===== src/rtl/image_rotate_nearest_macros.svh =====
// Assertion macros shared by the image rotation RTL.
`ifndef IMAGE_ROTATE_NEAREST_MACROS_SVH
`define IMAGE_ROTATE_NEAREST_MACROS_SVH

`ifndef ASSERT_OFF

// Check a property on every rising clock edge outside reset.
`define IRN_ASSERT(lbl, clk, rst_n, prop) \
    lbl: assert property (@(posedge clk) disable iff (!rst_n) prop) \
        else $error("assertion failed");

// Check that a condition never holds at a rising clock edge outside reset.
`define IRN_ASSERT_NEVER(lbl, clk, rst_n, cond) \
    lbl: assert property (@(posedge clk) disable iff (!rst_n) !(cond)) \
        else $error("forbidden condition seen");

`else

`define IRN_ASSERT(lbl, clk, rst_n, prop)
`define IRN_ASSERT_NEVER(lbl, clk, rst_n, cond)

`endif

`endif


===== src/rtl/irn_pkg.sv =====
// Types and constants shared by the image rotation RTL.
`timescale 1ns / 1ps

package irn_pkg;

    localparam int DIM_W  = 9;
    localparam int POS_W  = 8;
    localparam int PIX_W  = 8;
    localparam int ANG_W  = 16;
    localparam int CRD_W  = DIM_W + 2;
    localparam int PROD_W = ANG_W + CRD_W;

    localparam int CMDQ_DEPTH = 16;
    localparam int OUTQ_DEPTH = 4;

    localparam int APB_DW    = 32;
    localparam int PADDR_W   = 4;
    localparam int REG_IDX_W = PADDR_W - 2;

    localparam logic [REG_IDX_W-1:0] REG_HEIGHT = 2'd0;
    localparam logic [REG_IDX_W-1:0] REG_WIDTH  = 2'd1;
    localparam logic [REG_IDX_W-1:0] REG_COS    = 2'd2;
    localparam logic [REG_IDX_W-1:0] REG_SIN    = 2'd3;

    localparam logic [DIM_W-1:0] HEIGHT_RESET = 9'd256;
    localparam logic [DIM_W-1:0] WIDTH_RESET  = 9'd256;
    localparam logic [ANG_W-1:0] COS_RESET    = 16'd16384;
    localparam logic [ANG_W-1:0] SIN_RESET    = 16'd0;

    localparam logic KIND_WRITE = 1'b0;
    localparam logic KIND_READ  = 1'b1;

    typedef struct packed {
        logic             kind;
        logic [POS_W-1:0] row;
        logic [POS_W-1:0] col;
        logic [PIX_W-1:0] pixel_in;
    } req_t;

    typedef struct packed {
        logic [PIX_W-1:0] pixel_out;
        logic             inside_res;
    } rsp_t;

    typedef struct packed {
        logic        [DIM_W-1:0] image_height;
        logic        [DIM_W-1:0] image_width;
        logic signed [ANG_W-1:0] cos_angle;
        logic signed [ANG_W-1:0] sin_angle;
    } cfg_t;

    // Control bits of one request handed from front to back.
    typedef struct packed {
        logic is_read;
        logic wen;
        logic in_img;
    } cmd_ctl_t;

endpackage


===== src/rtl/irn_front.sv =====
// Front part: classify requests and map output pixels back to source cells.
`timescale 1ns / 1ps

module irn_front #(
    parameter int MAX_ROWS  = 256,
    parameter int MAX_COLS  = 256,
    parameter int FRAC_BITS = 14,
    parameter int ADDR_W    = 16
) (
    input  logic                           clk,
    input  logic                           rst_n,
    input  logic                           take,
    input  irn_pkg::req_t                  req,
    input  irn_pkg::cfg_t                  cfg,
    output logic                           cmd_valid,
    output irn_pkg::cmd_ctl_t              cmd_ctl,
    output logic [ADDR_W-1:0]              cmd_addr,
    output logic [irn_pkg::PIX_W-1:0]      cmd_wdata
);

    localparam int STAGES = 6;
    localparam int DIM_W  = irn_pkg::DIM_W;
    localparam int CRD_W  = irn_pkg::CRD_W;
    localparam int PROD_W = irn_pkg::PROD_W;
    localparam int ROW_IW = $clog2(MAX_ROWS);
    localparam int COL_IW = $clog2(MAX_COLS);
    localparam int SUM_W  = PROD_W + 1;
    localparam int OFF_W  = DIM_W + FRAC_BITS + 1;
    localparam int ACC_W  = ((SUM_W > OFF_W) ? SUM_W : OFF_W) + 1;
    localparam int MAG_W  = ACC_W - FRAC_BITS;
    localparam logic [ACC_W:0] HALF = (ACC_W + 1)'(1) << FRAC_BITS;

    logic [DIM_W-1:0] h_clamp;
    logic [DIM_W-1:0] w_clamp;
    logic [DIM_W-1:0] h_m1;
    logic [DIM_W-1:0] w_m1;

    logic [STAGES-1:0]               v_reg;
    irn_pkg::cmd_ctl_t               tag_reg  [STAGES];
    logic [ADDR_W-1:0]               addr_reg [STAGES];
    logic [irn_pkg::PIX_W-1:0]       data_reg [STAGES];

    irn_pkg::cmd_ctl_t               tag_next;
    logic [ADDR_W-1:0]               addr_next;
    logic signed [CRD_W-1:0]         x2_next;
    logic signed [CRD_W-1:0]         y2_next;
    logic signed [CRD_W-1:0]         x2_reg;
    logic signed [CRD_W-1:0]         y2_reg;
    logic signed [PROD_W-1:0]        pcx_reg;
    logic signed [PROD_W-1:0]        psy_reg;
    logic signed [PROD_W-1:0]        psx_reg;
    logic signed [PROD_W-1:0]        pcy_reg;
    logic signed [ACC_W-1:0]         off_w;
    logic signed [ACC_W-1:0]         off_h;
    logic signed [ACC_W-1:0]         qx_reg;
    logic signed [ACC_W-1:0]         qy_reg;
    logic                            negx4_reg;
    logic                            negy4_reg;
    logic [ACC_W-1:0]                absx_reg;
    logic [ACC_W-1:0]                absy_reg;
    logic                            negx5_reg;
    logic                            negy5_reg;
    logic [ACC_W:0]                  rndx;
    logic [ACC_W:0]                  rndy;
    logic [MAG_W-1:0]                magx_reg;
    logic [MAG_W-1:0]                magy_reg;
    logic                            src_ok;
    logic [ADDR_W-1:0]               src_addr;
    irn_pkg::cmd_ctl_t               tag6_next;

    // Dimensions in use: zero acts as one, oversize saturates to the store.
    always_comb
    begin
        if (cfg.image_height == '0)
        begin
            h_clamp = DIM_W'(1);
        end
        else if (int'(cfg.image_height) > MAX_ROWS)
        begin
            h_clamp = DIM_W'(MAX_ROWS);
        end
        else
        begin
            h_clamp = cfg.image_height;
        end
        if (cfg.image_width == '0)
        begin
            w_clamp = DIM_W'(1);
        end
        else if (int'(cfg.image_width) > MAX_COLS)
        begin
            w_clamp = DIM_W'(MAX_COLS);
        end
        else
        begin
            w_clamp = cfg.image_width;
        end
        h_m1 = h_clamp - 1'b1;
        w_m1 = w_clamp - 1'b1;
    end

    // Stage 1: classify, form the write address and the doubled centered point.
    always_comb
    begin
        tag_next.is_read = (req.kind == irn_pkg::KIND_READ);
        tag_next.wen     = (req.kind == irn_pkg::KIND_WRITE)
                           && (int'(req.row) < MAX_ROWS) && (int'(req.col) < MAX_COLS);
        tag_next.in_img  = (DIM_W'(req.row) < h_clamp) && (DIM_W'(req.col) < w_clamp);
        addr_next        = ADDR_W'(ROW_IW'(req.row)) * ADDR_W'(MAX_COLS)
                           + ADDR_W'(COL_IW'(req.col));
        x2_next          = $signed({2'b00, req.col, 1'b0}) - $signed({2'b00, w_m1});
        y2_next          = $signed({2'b00, req.row, 1'b0}) - $signed({2'b00, h_m1});
    end

    // Center offsets (W-1) and (H-1) scaled to the fraction.
    assign off_w = $signed({{(ACC_W - DIM_W - FRAC_BITS){1'b0}}, w_m1, {FRAC_BITS{1'b0}}});
    assign off_h = $signed({{(ACC_W - DIM_W - FRAC_BITS){1'b0}}, h_m1, {FRAC_BITS{1'b0}}});

    // Stage 5 rounding: magnitude plus half, then drop the fraction and the doubling.
    assign rndx = {1'b0, absx_reg} + HALF;
    assign rndy = {1'b0, absy_reg} + HALF;

    // Stage 6: bounds check on the rounded source cell and its store address.
    always_comb
    begin
        src_ok = tag_reg[STAGES-2].in_img
                 && (!negx5_reg || magx_reg == '0) && (magx_reg < MAG_W'(w_clamp))
                 && (!negy5_reg || magy_reg == '0) && (magy_reg < MAG_W'(h_clamp));
        src_addr = ADDR_W'(ROW_IW'(magy_reg)) * ADDR_W'(MAX_COLS)
                   + ADDR_W'(COL_IW'(magx_reg));
        tag6_next        = tag_reg[STAGES-2];
        tag6_next.in_img = src_ok;
    end

    always_ff @(posedge clk or negedge rst_n)
    begin
        if (!rst_n)
        begin
            v_reg <= '0;
        end
        else
        begin
            v_reg <= {v_reg[STAGES-2:0], take};
        end
    end

    always_ff @(posedge clk)
    begin
        tag_reg[0]  <= tag_next;
        addr_reg[0] <= addr_next;
        data_reg[0] <= req.pixel_in;
        for (int i = 1; i < STAGES - 1; i++)
        begin
            tag_reg[i]  <= tag_reg[i-1];
            addr_reg[i] <= addr_reg[i-1];
            data_reg[i] <= data_reg[i-1];
        end
        tag_reg[STAGES-1]  <= tag6_next;
        addr_reg[STAGES-1] <= tag_reg[STAGES-2].is_read ? src_addr : addr_reg[STAGES-2];
        data_reg[STAGES-1] <= data_reg[STAGES-2];

        x2_reg <= x2_next;
        y2_reg <= y2_next;

        pcx_reg <= PROD_W'(cfg.cos_angle) * PROD_W'(x2_reg);
        psy_reg <= PROD_W'(cfg.sin_angle) * PROD_W'(y2_reg);
        psx_reg <= PROD_W'(cfg.sin_angle) * PROD_W'(x2_reg);
        pcy_reg <= PROD_W'(cfg.cos_angle) * PROD_W'(y2_reg);

        qx_reg <= ACC_W'(pcx_reg) + ACC_W'(psy_reg) + off_w;
        qy_reg <= ACC_W'(pcy_reg) - ACC_W'(psx_reg) + off_h;

        negx4_reg <= qx_reg[ACC_W-1];
        negy4_reg <= qy_reg[ACC_W-1];
        absx_reg  <= qx_reg[ACC_W-1] ? ACC_W'(-qx_reg) : ACC_W'(qx_reg);
        absy_reg  <= qy_reg[ACC_W-1] ? ACC_W'(-qy_reg) : ACC_W'(qy_reg);

        negx5_reg <= negx4_reg;
        negy5_reg <= negy4_reg;
        magx_reg  <= rndx[ACC_W:FRAC_BITS+1];
        magy_reg  <= rndy[ACC_W:FRAC_BITS+1];
    end

    assign cmd_valid = v_reg[STAGES-1];
    assign cmd_ctl   = tag_reg[STAGES-1];
    assign cmd_addr  = addr_reg[STAGES-1];
    assign cmd_wdata = data_reg[STAGES-1];

`include "image_rotate_nearest_macros.svh"

    `IRN_ASSERT(a_front_latency, clk, rst_n, take |-> ##6 cmd_valid)

endmodule


===== config.mk =====
export PLATFORM = sky130hd
export DESIGN_NAME = irn_front
export DESIGN_NICKNAME = d
export VERILOG_FILES = /design/src/rtl/irn_pkg.sv /design/src/rtl/irn_front.sv
export VERILOG_INCLUDE_DIRS = /design/src /design/src/rtl
export SDC_FILE = /design/constraint.sdc
export NUM_CORES = 2
export LEC_CHECK = 0
export CAP_MARGIN = 20
export CORE_MARGIN = 4
export CORE_UTILIZATION = 32
export DETAILED_ROUTE_END_ITERATION = 16
export DONT_BUFFER_PORTS = 1
export SLEW_MARGIN = 30
export SYNTH_ARGS = -nofsm -noshare
export SYNTH_HDL_FRONTEND = slang
export SYNTH_SLANG_ARGS = --single-unit
export TNS_END_PERCENT = 5

===== constraint.sdc =====
create_clock -name clk -period 7.8 [get_ports clk]
set_clock_uncertainty 0.1 [all_clocks]
set_input_delay 0.78 -clock clk [delete_from_list [all_inputs] [get_ports clk]]
set_output_delay 0.78 -clock clk [all_outputs]
set_load 0.05 [all_outputs]

---- Yosys cells after proc, flatten, opt, wreduce, memory -nomap -nowiden ----
Memory sizes are Yosys's and may differ from the RTL's.
Index checks and enable logic that the tools add are counted.
storage, ports and cells
  register bits ........................... 283
  memories ................................ 3
  word-level logic and storage cells ...... 67
  ROM bits ................................ 0
  RAM bits ................................ 162
  bits in latches ......................... 0
memory list
  memory    words  width  rd ports  clocked after memory_dff  wr ports  line             text
  addr_reg  6      16     6         0                         6         irn_front.sv:40  logic [ADDR_W-1:0] addr_reg [STAGES];
  data_reg  6      8      6         0                         6         irn_front.sv:41  logic [irn_pkg::PIX_W-1:0] data_reg [STAGES];
  tag_reg   6      3      6         0                         6         irn_front.sv:39  irn_pkg::cmd_ctl_t tag_reg [STAGES];
operators by class
  divide/modulo/power cells ............... 0
  equal/unequal tests ..................... 0
  bitwise logic cells ..................... 1
  muxes and demuxes ....................... 7
  $add $sub $neg .......................... 14
  $mul .................................... 4
  shifts and indexed selects .............. 0
  reduce and logical (&&, ||, !) cells .... 13
  magnitude comparators ................... 6
operators with widths
  kind                    count
  $mul 16x10->26          4
  $add 29x15->30 const B  2
  $add 28x24->29          2
  $neg 29->29             2
  $mux 28                 2
  $mux 9                  4
  $add 16x8->16           2
  $logic_not 15->1        2
  $lt 15x9->1             2
  $add 26x27->28          1
  $sub 27x27->28          1
  $sub 9x9->10            2
  $gt 9x9->1 const B      2
  $logic_not 9->1         2
  $lt 8x9->1              2
  $sub 9x1->9 const B     2
  $mux 16                 1
  $logic_and 1x1->1       5
  $logic_not 1->1         2
  $logic_or 1x1->1        2
  $not 1->1               1

---- Longest topological paths before layout ----
  word-level depth ........................ 7
  depth in mapped cells ................... 22

---- Worst setup path after synthesis ----
OpenSTA, ideal clock, no wires.
  kind .................................... input-to-reg
  from .................................... input cfg[23] (netlist bit)
  to ...................................... register pcx_reg[25] (netlist name)
  required time ........................... 7.628 ns
  slack ................................... 1.498 ns
  stages on the path ...................... 20
  arrival time ............................ 6.130 ns
  setup time .............................. 0.072 ns
  cells stage by stage .................... clkbuf_1 > nand2_1 > fa_1 > inv_1 > fa_1 > fa_1 > fa_1 > inv_1 > fa_1 > inv_1 > ha_1 > and3_1 > a221o_1 > a31o_2 > a211oi_1 > o31ai_1 > o41ai_1 > o2111ai_1 > a21oi_1 > xnor2_1
on the way
  longest elaborated chain between the ends .. 1
RTL lines
  element         line              text
  from (decl)     irn_front.sv:14   input irn_pkg::cfg_t cfg,
  $mul 16x10->26  irn_front.sv:165  pcx_reg <= PROD_W'(cfg.cos_angle) * PROD_W'(x2_reg);
Every way passes these cells.
A chain may end at the register's enable or synchronous reset.

---- Worst setup path in the final report ----
  from .................................... register x2_reg[4]
  to ...................................... register pcx_reg[25] (netlist name)
on the way
  longest elaborated chain between the ends .. 1
RTL lines
  element                 line              text
  from (decl)             irn_front.sv:47   logic signed [CRD_W-1:0] x2_reg;
  from (signal assigned)  irn_front.sv:162  x2_reg <= x2_next;
  $mul 16x10->26          irn_front.sv:165
Every way passes these cells.

==> flow_metrics.py <==
metrics = {
    "status": {
        "status": "finished, final reports clean",
    },
    "place": {
        "port_buffers": 0,
        "dp_hpwl_um": 72350,
        "place_congestion": 0.8414,
        "dp_slack_ps": 1124,
    },
    "critical_path": {
        "rr_endpoint": "pcx_reg[25]",
        "path_buf_inv": 4,
        "path_max_fanout": 25,
        "r2r-start": "x2_reg[4]",
        "crit_cells": 20,
        "cp.required_ps": 8210,
        "critPathTopFamily": "adder cells",
        "worstPathArrival_ps": 7100,
        "crit_chain": "buf_4 > nand2_1 > fa_1 > inv_1 > fa_1 > fa_1 > fa_1 > inv_1 > fa_1 > inv_1 > ha_1 > and3_1 > a221o_1 > a31o_2 > a211oi_1 > o31ai_1 > o41ai_1 > o2111ai_1 > a21oi_1 > xnor2_1",
        "crit_top_cell": "fa_1",
        "rrSetupSlack_ps": 1110,
        "start_kind": "flop",
        "crit_path_max_incr_delay_ps": 610,
        "crit_type": "flop to flop",
        "endpoint_kind": "flop",
        "critPathSlowestCell": "o41ai_1",
        "rr_worst_depth": 20,
    },
    "synthesis": {
        "synth_adder_area_share_pct": 42.84,
        "synth_most_common_cell": "inv_1",
        "synth_commonest_cells": "852 x inv_1, 576 x fa_1, 450 x nand2_1, 408 x dfxtp_1, 380 x ha_1",
        "ys_ff_latch": 414,
        "synth_mux_area_share_pct": 0.5596,
        "synth_warnings": 0,
        "synth_top_area_cell": "fa_1",
        "synthSimpleGateAreaFrac_pct": 12.94,
        "synth_top_family_by_area": "adder cells",
        "syn_area_um2": 38010,
        "synth_top_area_share_pct": 30.34,
        "ys_top_cells_by_area": "fa_1 30%, dfxtp_1 21%, ha_1 13%, inv_1 8.4%, nand2_1 4.4%",
        "synth-edff-count": 0,
        "async_flop_share_pct": 1.449,
        "synth-seq-area-share_pct": 21.88,
        "syn_nets": 5060,
        "syn_avg_cell_area_um2": 9.441,
        "synth_xor_area_share_pct": 5.300,
        "syn_inst": 4026,
        "synth_cell_types": 66,
        "synthFlopType": "dfxtp_1",
        "synth_compound_area_share_pct": 6.768,
    },
    "clocking": {
        "cts-resized-gates": 0,
        "cts_root_buf": "clkbuf_16",
        "clkSinkCount": 414,
        "clk_path_buf_depth": 3,
        "cts_htree_levels": 2,
        "numCtsBuffers": 45,
        "cts_setup_buffers": 0,
        "cts_tree": "done",
        "insertion_delay_ps": 590,
        "path_clk_slew_ps": 70,
    },
    "grt": {
        "grtUsageTotal_pct": 14.54,
        "grt_antenna_before_repair": 5,
        "grt_overflow": 0,
        "grt_first_pass_wirelength_um": 145300,
        "grt_start_max_net_pins": 33,
        "grt_pass1_vias": 27680,
    },
    "die": {
        "start_util_pct": 32.23,
        "dieArea_um2": 124400,
        "floorplan.die.width_um": 352.7,
        "die_height_um": 352.7,
        "coreArea_um2": 117900,
        "io_pins": 106,
        "row_count": 126,
    },
    "timing": {
        "period_needed_ps": 6689,
        "fin_crit_sh_pct": 85.76,
        "rsz0062_at_grt": "no",
        "slew_viol_final": 0,
        "timing.fmax_ghz": 0.1495,
        "hold_violations": 0,
        "setup_viol": 0,
        "setup_ws_ps": 1111,
        "max_slew.worst_pin.slew_ps": 1040,
        "setup_tns_ps": 0,
        "slew_headroom_pct": 29.94,
    },
    "finish": {
        "utilization_pct": 34.92,
        "area_delta_synth_final_pct": 8.334,
        "largest_reg_flops": 96,
        "finalNetCount": 5008,
        "drive_gt1_share_pct": 3.442,
    },
    "route": {
        "drt-initial-drc-count": 1187,
        "wl_per_cell_um": 15.88,
        "vias": 25870,
        "ant_nets": 0,
        "drc_errors": 0,
        "wirelength_um": 88130,
        "viasPerCell": 4.663,
        "first_pass_iters": 5,
    },
    "run": {
        "drv_cap": 0,
    },
    "worst_hold_path": {
        "worst_hold_path_type": "input pin to flop",
        "hp-start": "req[4]",
        "whs_endpoint": "data_reg[0][4]",
        "hold_depth": 0,
    },
}
-- cells in the final DEF, fill, tap and decap left out, drive strengths merged, types with 7 or more instances in the layout --
cell	synthesis	routed
a21o	62	62
clkbuf	126	58
nand2b	34	34
o211ai	9	9
a21oi	105	105
or3	13	13
nand4	14	14
o21a	26	26
nor2b	16	16
o31ai	13	13
a211o	7	7
fa	576	576
xnor2	178	178
nor2	132	132
clkinv	2	13
dfxtp	408	408
o21ai	77	77
nor4	19	19
a211oi	19	19
nor3	32	32
ha	380	380
and3	17	17
a31oi	17	17
o21bai	25	25
nand2	450	450
mux2	18	18
xor2	52	52
inv	852	860
nand3	40	40
buf	3	29
and2	237	237
-- metrics by stage --
stage               cell area, µm²  hold slack [ps]  instances
finish                       41180            113.7       5549
global route                 41170            81.14       5545
CTS                          41170            71.81       5545
floorplan                    38010            209.6       4026
global placement             39670            209.7       5462
detailed placement           39670            212.1       5462
-- how the worst max path moves through the flow --
stage,startpoint,endpoint,slack (ps)
floorplan,cfg[23],pcx_reg[25],1500
global placement,cfg[21],pcx_reg[25],1170
detailed placement,x2_reg[4],pcx_reg[25],1120
CTS,x2_reg[4],pcx_reg[25],1080
global route,x2_reg[4],pcx_reg[25],650
finish,x2_reg[4],pcx_reg[25],1110
-- per-layer routing --
| metal | global-route usage (%) | share of wire [%] | up-vias |
|---|---|---|---|
| met5 | 0 | 0 | - |
| met2 | 24.62 | 47 | 555 |
| met3 | 3.351 | 7.6 | 142 |
| met4 | 5.034 | 3.4 | 0 |
| met1 | 18.22 | 42 | 12960 |
| li1 | - | - | 12220 |
-- layout make-up --
class / count / area (µm²)
diodes: 4 / 10.01
clock buffers: 58 / 1257
clock inverters: 24 / 232.7
fillers: 11990 / 76740
inverters: 854 / 3206
multi-input cells: 2629 / 26000
flip-flops and latches: 414 / 8320
well taps: 1536 / 1922
repair buffers: 30 / 227.7
-- cell families after synthesis --
| kind of cell | after synthesis |
|---|---|
| adders and majority gates | 956 |
| buffers and inverters | 983 |
| muxes | 19 |
| DFF | 414 |
| AOI/OAI and AO/OA | 397 |
| xor gates and xnor gates | 230 |
| and+or+nand+nor | 1027 |
-- what timing repair did --
action                                 4_1_cts  5_1_grt
hold buffers                                 1        0
endpoints found under the hold margin        6        0
setup endpoints to repair                    0        0
Power is not shown: default switching activity piles up to over one toggle a cycle in this logic, so the estimate is an artifact.
