==> src/rtl/image_rotate_nearest_macros.svh <==
// Assertion macros shared by the image rotation RTL.
`ifndef IMAGE_ROTATE_NEAREST_MACROS_SVH
`define IMAGE_ROTATE_NEAREST_MACROS_SVH

`ifndef ASSERT_OFF

// Check a property on every rising clock edge outside reset.
`define IRN_ASSERT(lbl, clk, rst_n, prop) \
    lbl: assert property (@(posedge clk) disable iff (!rst_n) prop) \
        else $error("assertion failed");

// Check that a condition never holds at a rising clock edge outside reset.
`define IRN_ASSERT_NEVER(lbl, clk, rst_n, cond) \
    lbl: assert property (@(posedge clk) disable iff (!rst_n) !(cond)) \
        else $error("forbidden condition seen");

`else

`define IRN_ASSERT(lbl, clk, rst_n, prop)
`define IRN_ASSERT_NEVER(lbl, clk, rst_n, cond)

`endif

`endif

==> src/rtl/irn_fifo.sv <==
// Small register queue with the oldest entry shown at the read side.
`timescale 1ns / 1ps

module irn_fifo #(
    parameter int WIDTH = 8,
    parameter int DEPTH = 4
) (
    input  logic             clk,
    input  logic             rst_n,
    input  logic             push,
    input  logic [WIDTH-1:0] wdata,
    input  logic             pop,
    output logic [WIDTH-1:0] rdata,
    output logic             empty,
    output logic             full
);

    localparam int PW = $clog2(DEPTH);
    localparam int CW = $clog2(DEPTH + 1);

    logic [WIDTH-1:0] data_reg [DEPTH];
    logic [PW-1:0]    wr_ptr_reg;
    logic [PW-1:0]    rd_ptr_reg;
    logic [CW-1:0]    count_reg;
    logic [PW-1:0]    wr_ptr_next;
    logic [PW-1:0]    rd_ptr_next;
    logic [CW-1:0]    count_next;
    logic             do_push;
    logic             do_pop;

    assign empty   = (count_reg == '0);
    assign full    = (count_reg == CW'(DEPTH));
    assign do_push = push && !full;
    assign do_pop  = pop && !empty;
    assign rdata   = data_reg[rd_ptr_reg];

    always_comb
    begin
        wr_ptr_next = wr_ptr_reg;
        rd_ptr_next = rd_ptr_reg;
        if (do_push)
        begin
            wr_ptr_next = (wr_ptr_reg == PW'(DEPTH - 1)) ? '0 : wr_ptr_reg + 1'b1;
        end
        if (do_pop)
        begin
            rd_ptr_next = (rd_ptr_reg == PW'(DEPTH - 1)) ? '0 : rd_ptr_reg + 1'b1;
        end
        count_next = count_reg + CW'(do_push) - CW'(do_pop);
    end

    always_ff @(posedge clk or negedge rst_n)
    begin
        if (!rst_n)
        begin
            wr_ptr_reg <= '0;
            rd_ptr_reg <= '0;
            count_reg  <= '0;
        end
        else
        begin
            wr_ptr_reg <= wr_ptr_next;
            rd_ptr_reg <= rd_ptr_next;
            count_reg  <= count_next;
        end
    end

    always_ff @(posedge clk)
    begin
        if (do_push)
        begin
            data_reg[wr_ptr_reg] <= wdata;
        end
    end

endmodule

==> config.mk <==
export PLATFORM = sky130hd
export DESIGN_NAME = irn_fifo
export DESIGN_NICKNAME = d
export VERILOG_FILES = /design/src/rtl/image_rotate_nearest_macros.svh /design/src/rtl/irn_fifo.sv
export SDC_FILE = /design/constraint.sdc
export NUM_CORES = 1
export LEC_CHECK = 0
export BUFFER_PORTS_ARGS = -buffer_cell sky130_fd_sc_hd__buf_2
export CORE_MARGIN = 1
export CORE_UTILIZATION = 50
export DETAILED_ROUTE_END_ITERATION = 10
export HOLD_SLACK_MARGIN = 0.15
export PLACE_DENSITY_LB_ADDON = 0.3
export SYNTH_ARGS = -nofsm -noshare
export SYNTH_HDL_FRONTEND = slang
export SYNTH_SLANG_ARGS = --single-unit
export TNS_END_PERCENT = 10
==> constraint.sdc <==
create_clock -name clk -period 2.19 [get_ports clk]
set_clock_uncertainty 0.05 [all_clocks]
set_input_delay 0.1095 -clock clk [delete_from_list [all_inputs] [get_ports clk]]
set_output_delay 0.1095 -clock clk [all_outputs]
set_load 0.05 [all_outputs]
; Yosys cells after proc, flatten, opt, wreduce, memory -nomap -nowiden
; Memories as Yosys holds them, arrays and structs flattened.
; Index checks and enable logic that the tools add are counted.
[word_totals]
ram_bits = 32
regBits = 7
in_bits = 12
mem_count = 1
wordCells = 20
output_inout_bits = 10
[memory_table]
columns = memory, words, width, read_ports, rd_ports_with_merged_regs, wr, line
row1 = data_reg, 4, 8, 1, 0, 1, irn_fifo.sv:21  ; logic [WIDTH-1:0] data_reg [DEPTH];
[op_classes]
add_sub_neg = 4
n_eq_ne = 3
n_reduce_logical = 5
muxes = 4
[op_table]
columns = cell, n
row1 = adder 2 x 1 -> 2 bit (second input constant), 2
row2 = == test 2 bit (second input constant), 2
row3 = two-way mux 2 bit, 2
row4 = adder 3 x 1 -> 3 bit, 1
row5 = == test 3 bit (second input constant), 1
row6 = zero test 3 bit, 1
row7 = subtractor 3 x 1 -> 3 bit, 1
row8 = logical AND 1 bit, 2
row9 = zero test 1 bit, 2
row10 = two-way mux 1 bit, 2

; Logic depth before layout (Yosys ltp)
; Gate-level depths: netlist of run 1.
[depth]
ltp_word = 5
mapped_depth = 9
ltp_nobuf = 9

; Least setup slack after synthesis of run 1
; No wires, ideal clock.
[synth_timing]
kind = flip-flop to flip-flop
startpoint = register count_reg[1]
endpoint = register count_reg[2]
slack_ps = -1014
required_ps = 2017
t_arrival_ps = 3031
stages_incl_launch_ff = 10
setup_time_ps = 123
period_less_slack_ps = 3204
path_buffers = 0
path_cell_list = dfrtp_1 > nor3_1 > nand2b_4 > inv_1 > ha_1 > inv_1 > ha_1 > fa_1 > xnor2_1 > xnor2_1
[synth_between]
elab_cells_between_ends = 8
classes_between = add/sub (2) / eq/ne (1) / reduce/logical (5)
[synth_rtl]
columns = element, line
row1 = "start, declared", irn_fifo.sv:24  ; logic [CW-1:0] count_reg;
row2 = "start signal, assigned", irn_fifo.sv:64  ; count_reg <= count_next;
row3 = zero test 3 bit, irn_fifo.sv:31  ; assign empty = (count_reg == '0);
row4 = named net empty, irn_fifo.sv:14  ; output logic empty,
row5 = zero test 1 bit, irn_fifo.sv:34  ; assign do_pop = pop && !empty;
row6 = logical AND 1 bit, irn_fifo.sv:34
row7 = named net do_pop, irn_fifo.sv:29  ; logic do_pop;
row8 = subtractor 3 x 1 -> 3 bit, irn_fifo.sv:49  ; count_next = count_reg + CW'(do_push) - CW'(do_pop);
row9 = named net count_next[2], irn_fifo.sv:27  ; logic [CW-1:0] count_next;
; The timed path passes the listed nets, and every way through them passes these cells.
; A chain may end at the register's enable or synchronous reset.

; Worst setup path in the final report of run 1
[layout_timing]
startpoint = register count_reg[2]
endpoint = register count_reg[2]
[layout_between]
elab_cells_between_ends = 8
classes_between = add/sub (2) / eq/ne (1) / reduce/logical (5)
[layout_rtl]
columns = element, line
row1 = zero test 3 bit, irn_fifo.sv:31
row2 = zero test 1 bit, irn_fifo.sv:34
row3 = logical AND 1 bit, irn_fifo.sv:34
row4 = named net do_pop, irn_fifo.sv:29
row5 = subtractor 3 x 1 -> 3 bit, irn_fifo.sv:49
row6 = named net count_next[2], irn_fifo.sv:27
; The timed path passes the listed nets, and every way through them passes these cells.

==> results of run 1 <==
## stage by stage
stage               hold slack, ns  setup slack [ns]  instances  total power, uW
floorplan                   -0.236            -0.230         81             2080
global placement           -0.0961             0.164        145             2280
detailed placement         -0.0945            0.0659        145             2330
CTS                          0.444            0.0226        165             2820
global route                 0.445           -0.0805        166             2980
finish                       0.462            0.0134        166             2820
## cell families (layout without fill, tap and decap cells)
| family | count (synthesis) | in the layout | share of synthesized area (%) |
|---|---|---|---|
| xor gates and xnor gates | 2 | 2 | 1.09 |
| and+or+nand+nor | 11 | 11 | 5.15 |
| buffers and inverters | 9 | 50 | 2.19 |
| muxes | 11 | 11 | 13.6 |
| adders and majority gates | 8 | 8 | 6.71 |
| AOI/OAI and AO/OA | 1 | 1 | 0.391 |
| DFF | 39 | 39 | 70.9 |
## how the worst min path moves through the flow
stage,start,endpoint,slack (ns),cells after the start
after floorplan,rst_n,count_reg[0],-0.24,0
after global placement,rst_n,wr_ptr_reg[1],-0.1,1
after detailed placement,rst_n,wr_ptr_reg[0],-0.09,1
after CTS,wdata[4],data_reg[3][4],0.44,2
after global routing,wdata[2],data_reg[1][2],0.44,2
final,wdata[2],data_reg[1][2],0.46,2
## layer usage
metal / share of wire [%] / track usage (%) / up-vias / wire length, um
li1: - / - / 387 / -
met1: 44 / 20.5 / 378 / 1080
met2: 50 / 26.1 / 20 / 1230
met3: 4.9 / 6.59 / 4 / 120
met4: 1.5 / 7.14 / 0 / 36
met5: 0 / 0 / - / 0
## timing repair
action / CTS / global route
endpoints found under the setup margin: 0 / 2
hold buffers: 12 / 0
gates resized for setup: 0 / 5
setup buffers: 0 / 1
endpoints found under the hold margin: 42 / 0
## Yosys cell counts
cell type / n / area [um2]
sky130_fd_sc_hd__edfxtp_1: 32 / 961
sky130_fd_sc_hd__mux4_2: 8 / 180
sky130_fd_sc_hd__dfrtp_1: 7 / 175
sky130_fd_sc_hd__ha_1: 7 / 87.6
sky130_fd_sc_hd__inv_1: 7 / 26.3
sky130_fd_sc_hd__and2_1: 4 / 25.0
sky130_fd_sc_hd__mux2_2: 2 / 22.5
sky130_fd_sc_hd__nor2_1: 2 / 7.51
sky130_fd_sc_hd__xnor2_1: 2 / 17.5
sky130_fd_sc_hd__buf_2: 1 / 5.00
sky130_fd_sc_hd__clkbuf_1: 1 / 3.75
sky130_fd_sc_hd__fa_1: 1 / 20.0
sky130_fd_sc_hd__mux2_4: 1 / 15.0
sky130_fd_sc_hd__nand2_1: 1 / 3.75
sky130_fd_sc_hd__nand2b_4: 1 / 13.8
sky130_fd_sc_hd__nor2b_2: 1 / 8.76
sky130_fd_sc_hd__nor3_1: 1 / 5.00
sky130_fd_sc_hd__nor3b_4: 1 / 18.8
sky130_fd_sc_hd__o22ai_1: 1 / 6.26
## power groups by stage
stage / clock (uW) / combinational (uW) / sequential (uW)
final: 474 / 1160 / 1190
after global routing: 515 / 1250 / 1220
after CTS: 488 / 1140 / 1190
after detailed placement: 0 / 1120 / 1200
after global placement: 0 / 1090 / 1190
after floorplan: 0 / 979 / 1100
## area by class of cell
class                   count  share of cell area (%)
flip-flops and latches     39                    57.0
multi-input cells          33                    22.8
repair buffers             35                    12.0
well taps                  44                    2.76
clock inverters             3                    2.19
clock buffers               5                    1.88
inverters                   7                    1.31
==> Implementation_results.wiki, run 1 <==
{| class="wikitable"
! Metric !! Value
|-
| Synthesized Nets || between 100 and 150
|-
| All-Layer GR Usage || between 10% and 20%
|-
| First-pass GRT wire length || 3830 um
|-
| Reg2Reg Depth || 9
|-
| Switching power || approximately 1100 uW
|-
| Leading cell types in the layout, fill and taps excluded || sky130_fd_sc_hd__edfxtp_1, sky130_fd_sc_hd__buf_2, sky130_fd_sc_hd__dlygate4sd3_1
|-
| Arrival @ worst endpoint || between 2 and 2.5 ns
|-
| Unrepaired setup endpoints after global routing || yes
|-
| CP required || about 2.4 ns
|-
| CP endpoint kind || flop
|-
| Worst-Skew Late Latency || about 0.35 ns
|-
| TritonCTS clock tree || built
|-
| Maximum frequency from static timing analysis || 0.459 GHz
|-
| Number of DRC markers after the initial detailed-route iteration || 12
|-
| I/O pin count || 22
|-
| Post-synthesis area per instance || slightly below 20 um2
|-
| Number of distinct library cell variants in the gate-level netlist after synthesis || 19
|-
| Least-Margin Pin Slew || approximately 0.45 ns
|-
| Area of all sequential standard cells || about 1100 um2
|-
| Total clock sinks || 39
|-
| Number of global-route vias before repair || roughly 820
|-
| Number of max-slew violations in the final report || 0
|-
| Critical path cell sequence || nor3_4 > nand2b_4 > inv_1 > ha_1 > inv_1 > ha_2 > fa_2 > xnor2_2 > xnor2_1
|-
| Dpl hpwl || about 1600 um
|-
| Power share of the sequential group || a little over two fifths
|-
| Post-route core utilization || about two thirds
|-
| Combined buffer and inverter count along the critical path || 2
|-
| Yosys warning count || 0
|-
| Depth of the critical timing path with buffers and inverters included || 9
|-
| Max reg flops || 32
|-
| Internal reg-to-reg setup slack || 0.01 ns
|-
| Origin of the worst setup path || count_reg[2]
|-
| Sum of negative setup slack || 0 ns
|-
| Crit path capture || count_reg[2]
|-
| Max-cap viol count || 0
|-
| Flop and latch count out of synthesis || 39
|-
| Final cell area excluding filler cells || 2000 um2
|-
| Fraction of final layout cells with drive strength greater than 1 || roughly 43%
|-
| DIE AREA || 3440 um2
|-
| Number of setup violations in the final report || 0
|-
| Clock slew at reported path FFs || roughly 0.12 ns
|-
| Core region area || slightly above 3000 um2
|-
| Height of the die || about 59 um
|-
| Part of the total power dissipated in the clock network || 16.8%
|-
| Post-route antenna net violation count || 0
|-
| Final Wtd Congestion || 0.681
|-
| DRC violation count after routing || 0
|-
| Number of instances in the synthesized netlist || between 80 and 90
|-
| Cell family with most CP delay || adder cells
|-
| Source of the worst register-to-register timing path || count_reg[2]
|-
| Critical-path top delay cell || sky130_fd_sc_hd__dfrtp_2
|-
| Delay contributed by the slowest stage of the critical path || roughly 0.47 ns
|-
| Hold Violations, Final || 0
|-
| Num CTS Buffers || 5
|-
| Most common library cell in the layout ignoring fill and taps || sky130_fd_sc_hd__edfxtp_1
|-
| Deepest clock path buffer count || 2
|-
| Area occupied by multi-input gates || approximately 460 um2
|-
| Leakage || between 0.0007 and 0.0008 uW
|-
| Chip Width || ~60 um
|-
| Final net count || between 100 and 150
|-
| Crit share post-route || ~99%
|-
| Final antenna diode count || 0
|-
| Part of the power in combinational logic || between 40% and 50%
|-
| Shortest period the worst path allows || approximately 2.2 ns
|-
| Post-synthesis cell area || between 1500 and 2000 um2
|-
| Fillers || around 230
|-
| Post-synthesis to final-layout area growth || 24.7%
|-
| Total overflow reported by the global router || 0
|-
| Ratio of total power to cell area || between 1000 and 1500 nW/um2
|-
| Class of the worst hold path || in -> reg
|-
| Switching share of power || 39.5%
|-
| Startpoint types || flop
|-
| WL per Instance || approximately 15 um
|-
| Buffers on Ports || 21
|-
| Initial antenna violation count || 0
|-
| H-tree Lvls || 2
|-
| Number of vias per cell after detailed routing || 4.75
|-
| Worst reg2reg endpoint || count_reg[2]
|-
| Count of standard-cell rows || 20
|-
| Status || finished, final reports clean
|-
| Most used cell along the critical path || sky130_fd_sc_hd__inv_1
|-
| Start-to-end type of the worst setup path || reg -> reg
|-
| Maximum number of pins on one net before global-route repair || 14
|-
| Detailed-router iteration count before antenna repair || 4
|-
| Max Fanout on Critical Path || 3
|-
| Dpl cell area || approximately 1800 um2
|-
| Buffer type at the clock tree root || sky130_fd_sc_hd__clkbuf_4
|-
| Remaining max-slew budget at the tightest pin || between 60% and 70%
|-
| Internal power summed over all cells || ~1700 uW
|-
| Wire length reported by the detailed router || around 2500 um
|-
| Total via count in the routed design || roughly 800
|-
| Starting density of the core || a little over half
|-
| Peak supply drop || slightly below 0.7 mV
|-
| Portion of the post-synthesis area used by sequential elements || a little under three quarters
|}
Power figures use the tool's default switching activity.
==> inputs of run 2 (changes only) <==
--- a/config.mk
+++ b/config.mk
@@ -11,6 +11,7 @@
 export DETAILED_ROUTE_END_ITERATION = 10
 export HOLD_SLACK_MARGIN = 0.15
 export PLACE_DENSITY_LB_ADDON = 0.3
+export SETUP_SLACK_MARGIN = 0.15
 export SYNTH_ARGS = -nofsm -noshare
 export SYNTH_HDL_FRONTEND = slang
 export SYNTH_SLANG_ARGS = --single-unit
==> run 2 against run 1 <==
Compared with the run above:
- flip-flop and latch count stayed put
- sequential share of layout area fell by 0.82 points
- combinational power grew 3%
- via count grew 1.1%
- worst hold slack got worse by 0.0037 ns
- worst setup slack improved by 0.090 ns
- global-route usage increased by 0.57 points
- utilization up 1.0 points
- non-clock buffer count grew 1
- die area is the same
- highest routed layer unchanged
- routed wire length increased by 2.4%
- critical path type unchanged
==> Implementation_results.wiki, run 2 (synthesized netlist as in run 1, its figures left out) <==
{| class="wikitable"
! Metric !! Value
|-
| TritonCTS clock tree || built
|-
| Internal reg-to-reg setup slack || around 0.10 ns
|-
| WL per Instance || between 15 and 20 um
|-
| Max reg flops || 32
|-
| Start-to-end type of the worst setup path || reg -> reg
|-
| Chip Width || approximately 60 um
|-
| H-tree Lvls || 2
|-
| Total clock sinks || 39
|-
| Number of max-slew violations in the final report || 0
|-
| Peak supply drop || around 0.74 mV
|-
| Hold Path End || data_reg[3][4]
|-
| Deepest clock path buffer count || 2
|-
| Detailed-router iteration count before antenna repair || 4
|-
| CP endpoint kind || flop
|-
| Initial antenna violation count || 0
|-
| Dpl hpwl || approximately 1600 um
|-
| Final cell area excluding filler cells || just over 2000 um2
|-
| Hold Violations, Final || 0
|-
| Area of all sequential standard cells || ~1100 um2
|-
| Depth of the worst hold-timing path || 2
|-
| Max-cap viol count || 0
|-
| Final net count || about 140
|-
| Ratio of total power to cell area || ~1400 nW/um2
|-
| DRC violation count after routing || 0
|-
| Cell total after placement || around 150
|-
| Maximum number of pins on one net before global-route repair || 14
|-
| Buffer type at the clock tree root || sky130_fd_sc_hd__clkbuf_4
|-
| Post-synthesis to final-layout area growth || 26.6%
|-
| Delay contributed by the slowest stage of the critical path || ~0.47 ns
|-
| Post-route total power || around 2900 uW
|-
| Buffers on Ports || 21
|-
| Starting density of the core || roughly 52%
|-
| Num CTS Buffers || 5
|-
| Sum of negative setup slack || 0 ns
|-
| Unrepaired setup endpoints after global routing || yes
|-
| Core region area || 3050 um2
|-
| Shortest period the worst path allows || ~2.1 ns
|-
| Reg2Reg Depth || 9
|-
| First-pass GRT wire length || 3960 um
|-
| Most common library cell in the layout ignoring fill and taps || sky130_fd_sc_hd__edfxtp_1
|-
| Count of standard-cell rows || 20
|-
| Number of vias per cell after detailed routing || 4.78
|-
| All-Layer GR Usage || between 15 and 20%
|-
| Least-Margin Pin Slew || about 0.48 ns
|-
| Max Fanout on Critical Path || 3
|-
| Wire length reported by the detailed router || 2530 um
|-
| Filler-free cell count of the finished design || about 170
|-
| Class of the worst hold path || in -> reg
|-
| Critical-path top delay cell || sky130_fd_sc_hd__dfrtp_2
|-
| Dpl cell area || roughly 1800 um2
|-
| Leakage || 0.000773 uW
|-
| Final antenna diode count || 0
|-
| Post-route antenna net violation count || 0
|-
| DIE AREA || 3440 um2
|-
| Area occupied by multi-input gates || between 400 and 500 um2
|-
| Height of the die || a little under 60 um
|-
| Fillers || approximately 230
|-
| Maximum frequency from static timing analysis || approximately 0.48 GHz
|-
| Worst reg2reg endpoint || count_reg[2]
|-
| Clock slew at reported path FFs || around 0.12 ns
|-
| Critical path cell sequence || nor3b_4 > nor2b_2 > inv_2 > ha_4 > inv_2 > ha_4 > fa_2 > xnor2_2 > xnor2_1
|-
| Worst-Skew Late Latency || 0.35 ns
|-
| Final Wtd Congestion || ~0.68
|-
| Number of DRC markers after the initial detailed-route iteration || 13
|-
| Arrival @ worst endpoint || roughly 2.3 ns
|-
| Total overflow reported by the global router || 0
|-
| Post-route core utilization || approximately two thirds
|-
| Beginning of the worst hold path || wdata[4]
|-
| Leading cell types in the layout, fill and taps excluded || sky130_fd_sc_hd__edfxtp_1, sky130_fd_sc_hd__buf_2, sky130_fd_sc_hd__dlygate4sd3_1
|-
| Startpoint types || flop
|-
| I/O pin count || 22
|-
| Number of global-route vias before repair || roughly 840
|-
| Crit share post-route || a little over nine tenths
|-
| Status || finished, final reports clean
|-
| Source of the worst register-to-register timing path || count_reg[2]
|-
| Remaining max-slew budget at the tightest pin || about two thirds
|-
| Total via count in the routed design || about 800
|-
| Fraction of final layout cells with drive strength greater than 1 || around 47%
|-
| CP required || approximately 2.4 ns
|-
| Number of setup violations in the final report || 0
|}
==> run 2: worst max-delay path by stage <==
stage,start,endpoint,cells past startpoint
floorplan,count_reg[0],count_reg[2],9
global route,count_reg[2],count_reg[2],9
finish,count_reg[2],count_reg[2],9
CTS,count_reg[2],count_reg[2],9
detailed placement,count_reg[0],count_reg[2],9
global placement,count_reg[0],count_reg[2],9
==> run 2: report_power, final <==
group	total, uW	switching, uW	internal (uW)
registers	1190	185	1010
logic	1200	714	482
clock network	479	238	240
==> run 2: cell type report <==
cell class                 instances  share of cell area [%]
tap                               44                    2.71
sequential                        39                    56.2
clock inverter                     3                    2.16
multi-input combinational         33                    23.6
timing repair buffer              36                    12.2
clock buffer                       5                    1.85
inverter                           7                    1.29
==> run 2: stage by stage <==
step / hold slack, ns / worst slack [ns]
6_report: 0.458 / 0.103
2_1_floorplan: -0.236 / -0.230
3_5_place_dp: -0.0945 / 0.0659
4_1_cts: 0.445 / 0.0596
5_1_grt: 0.445 / 0.0160
3_3_place_gp: -0.0961 / 0.164
==> run 2: timing repair <==
action,in CTS,in global routing
buffers inserted,2,0
endpoints found under the setup margin,9,9
hold endpoints to repair,41,0
pin swaps,5,4
resized for setup,10,1
hold buffers,12,0
==> run 2: per-layer routing <==
metal / track usage, % / up-vias / part of all wire [%]
li1: - / 389 / -
met4: 7.14 / 0 / 2.0
met1: 22.3 / 386 / 44
met3: 6.59 / 6 / 4.0
met5: 0 / - / 0
met2: 26.1 / 17 / 50
==> run 2: critical path, delay by kind of cell (launching register included) <==
family | cells | cell delay [ns]
xor gates and xnor gates | 2 | 0.30
adders and majority gates | 3 | 0.75
buffers and inverters | 2 | 0.10
DFF | 1 | 0.47
and+or+nand+nor | 2 | 0.32
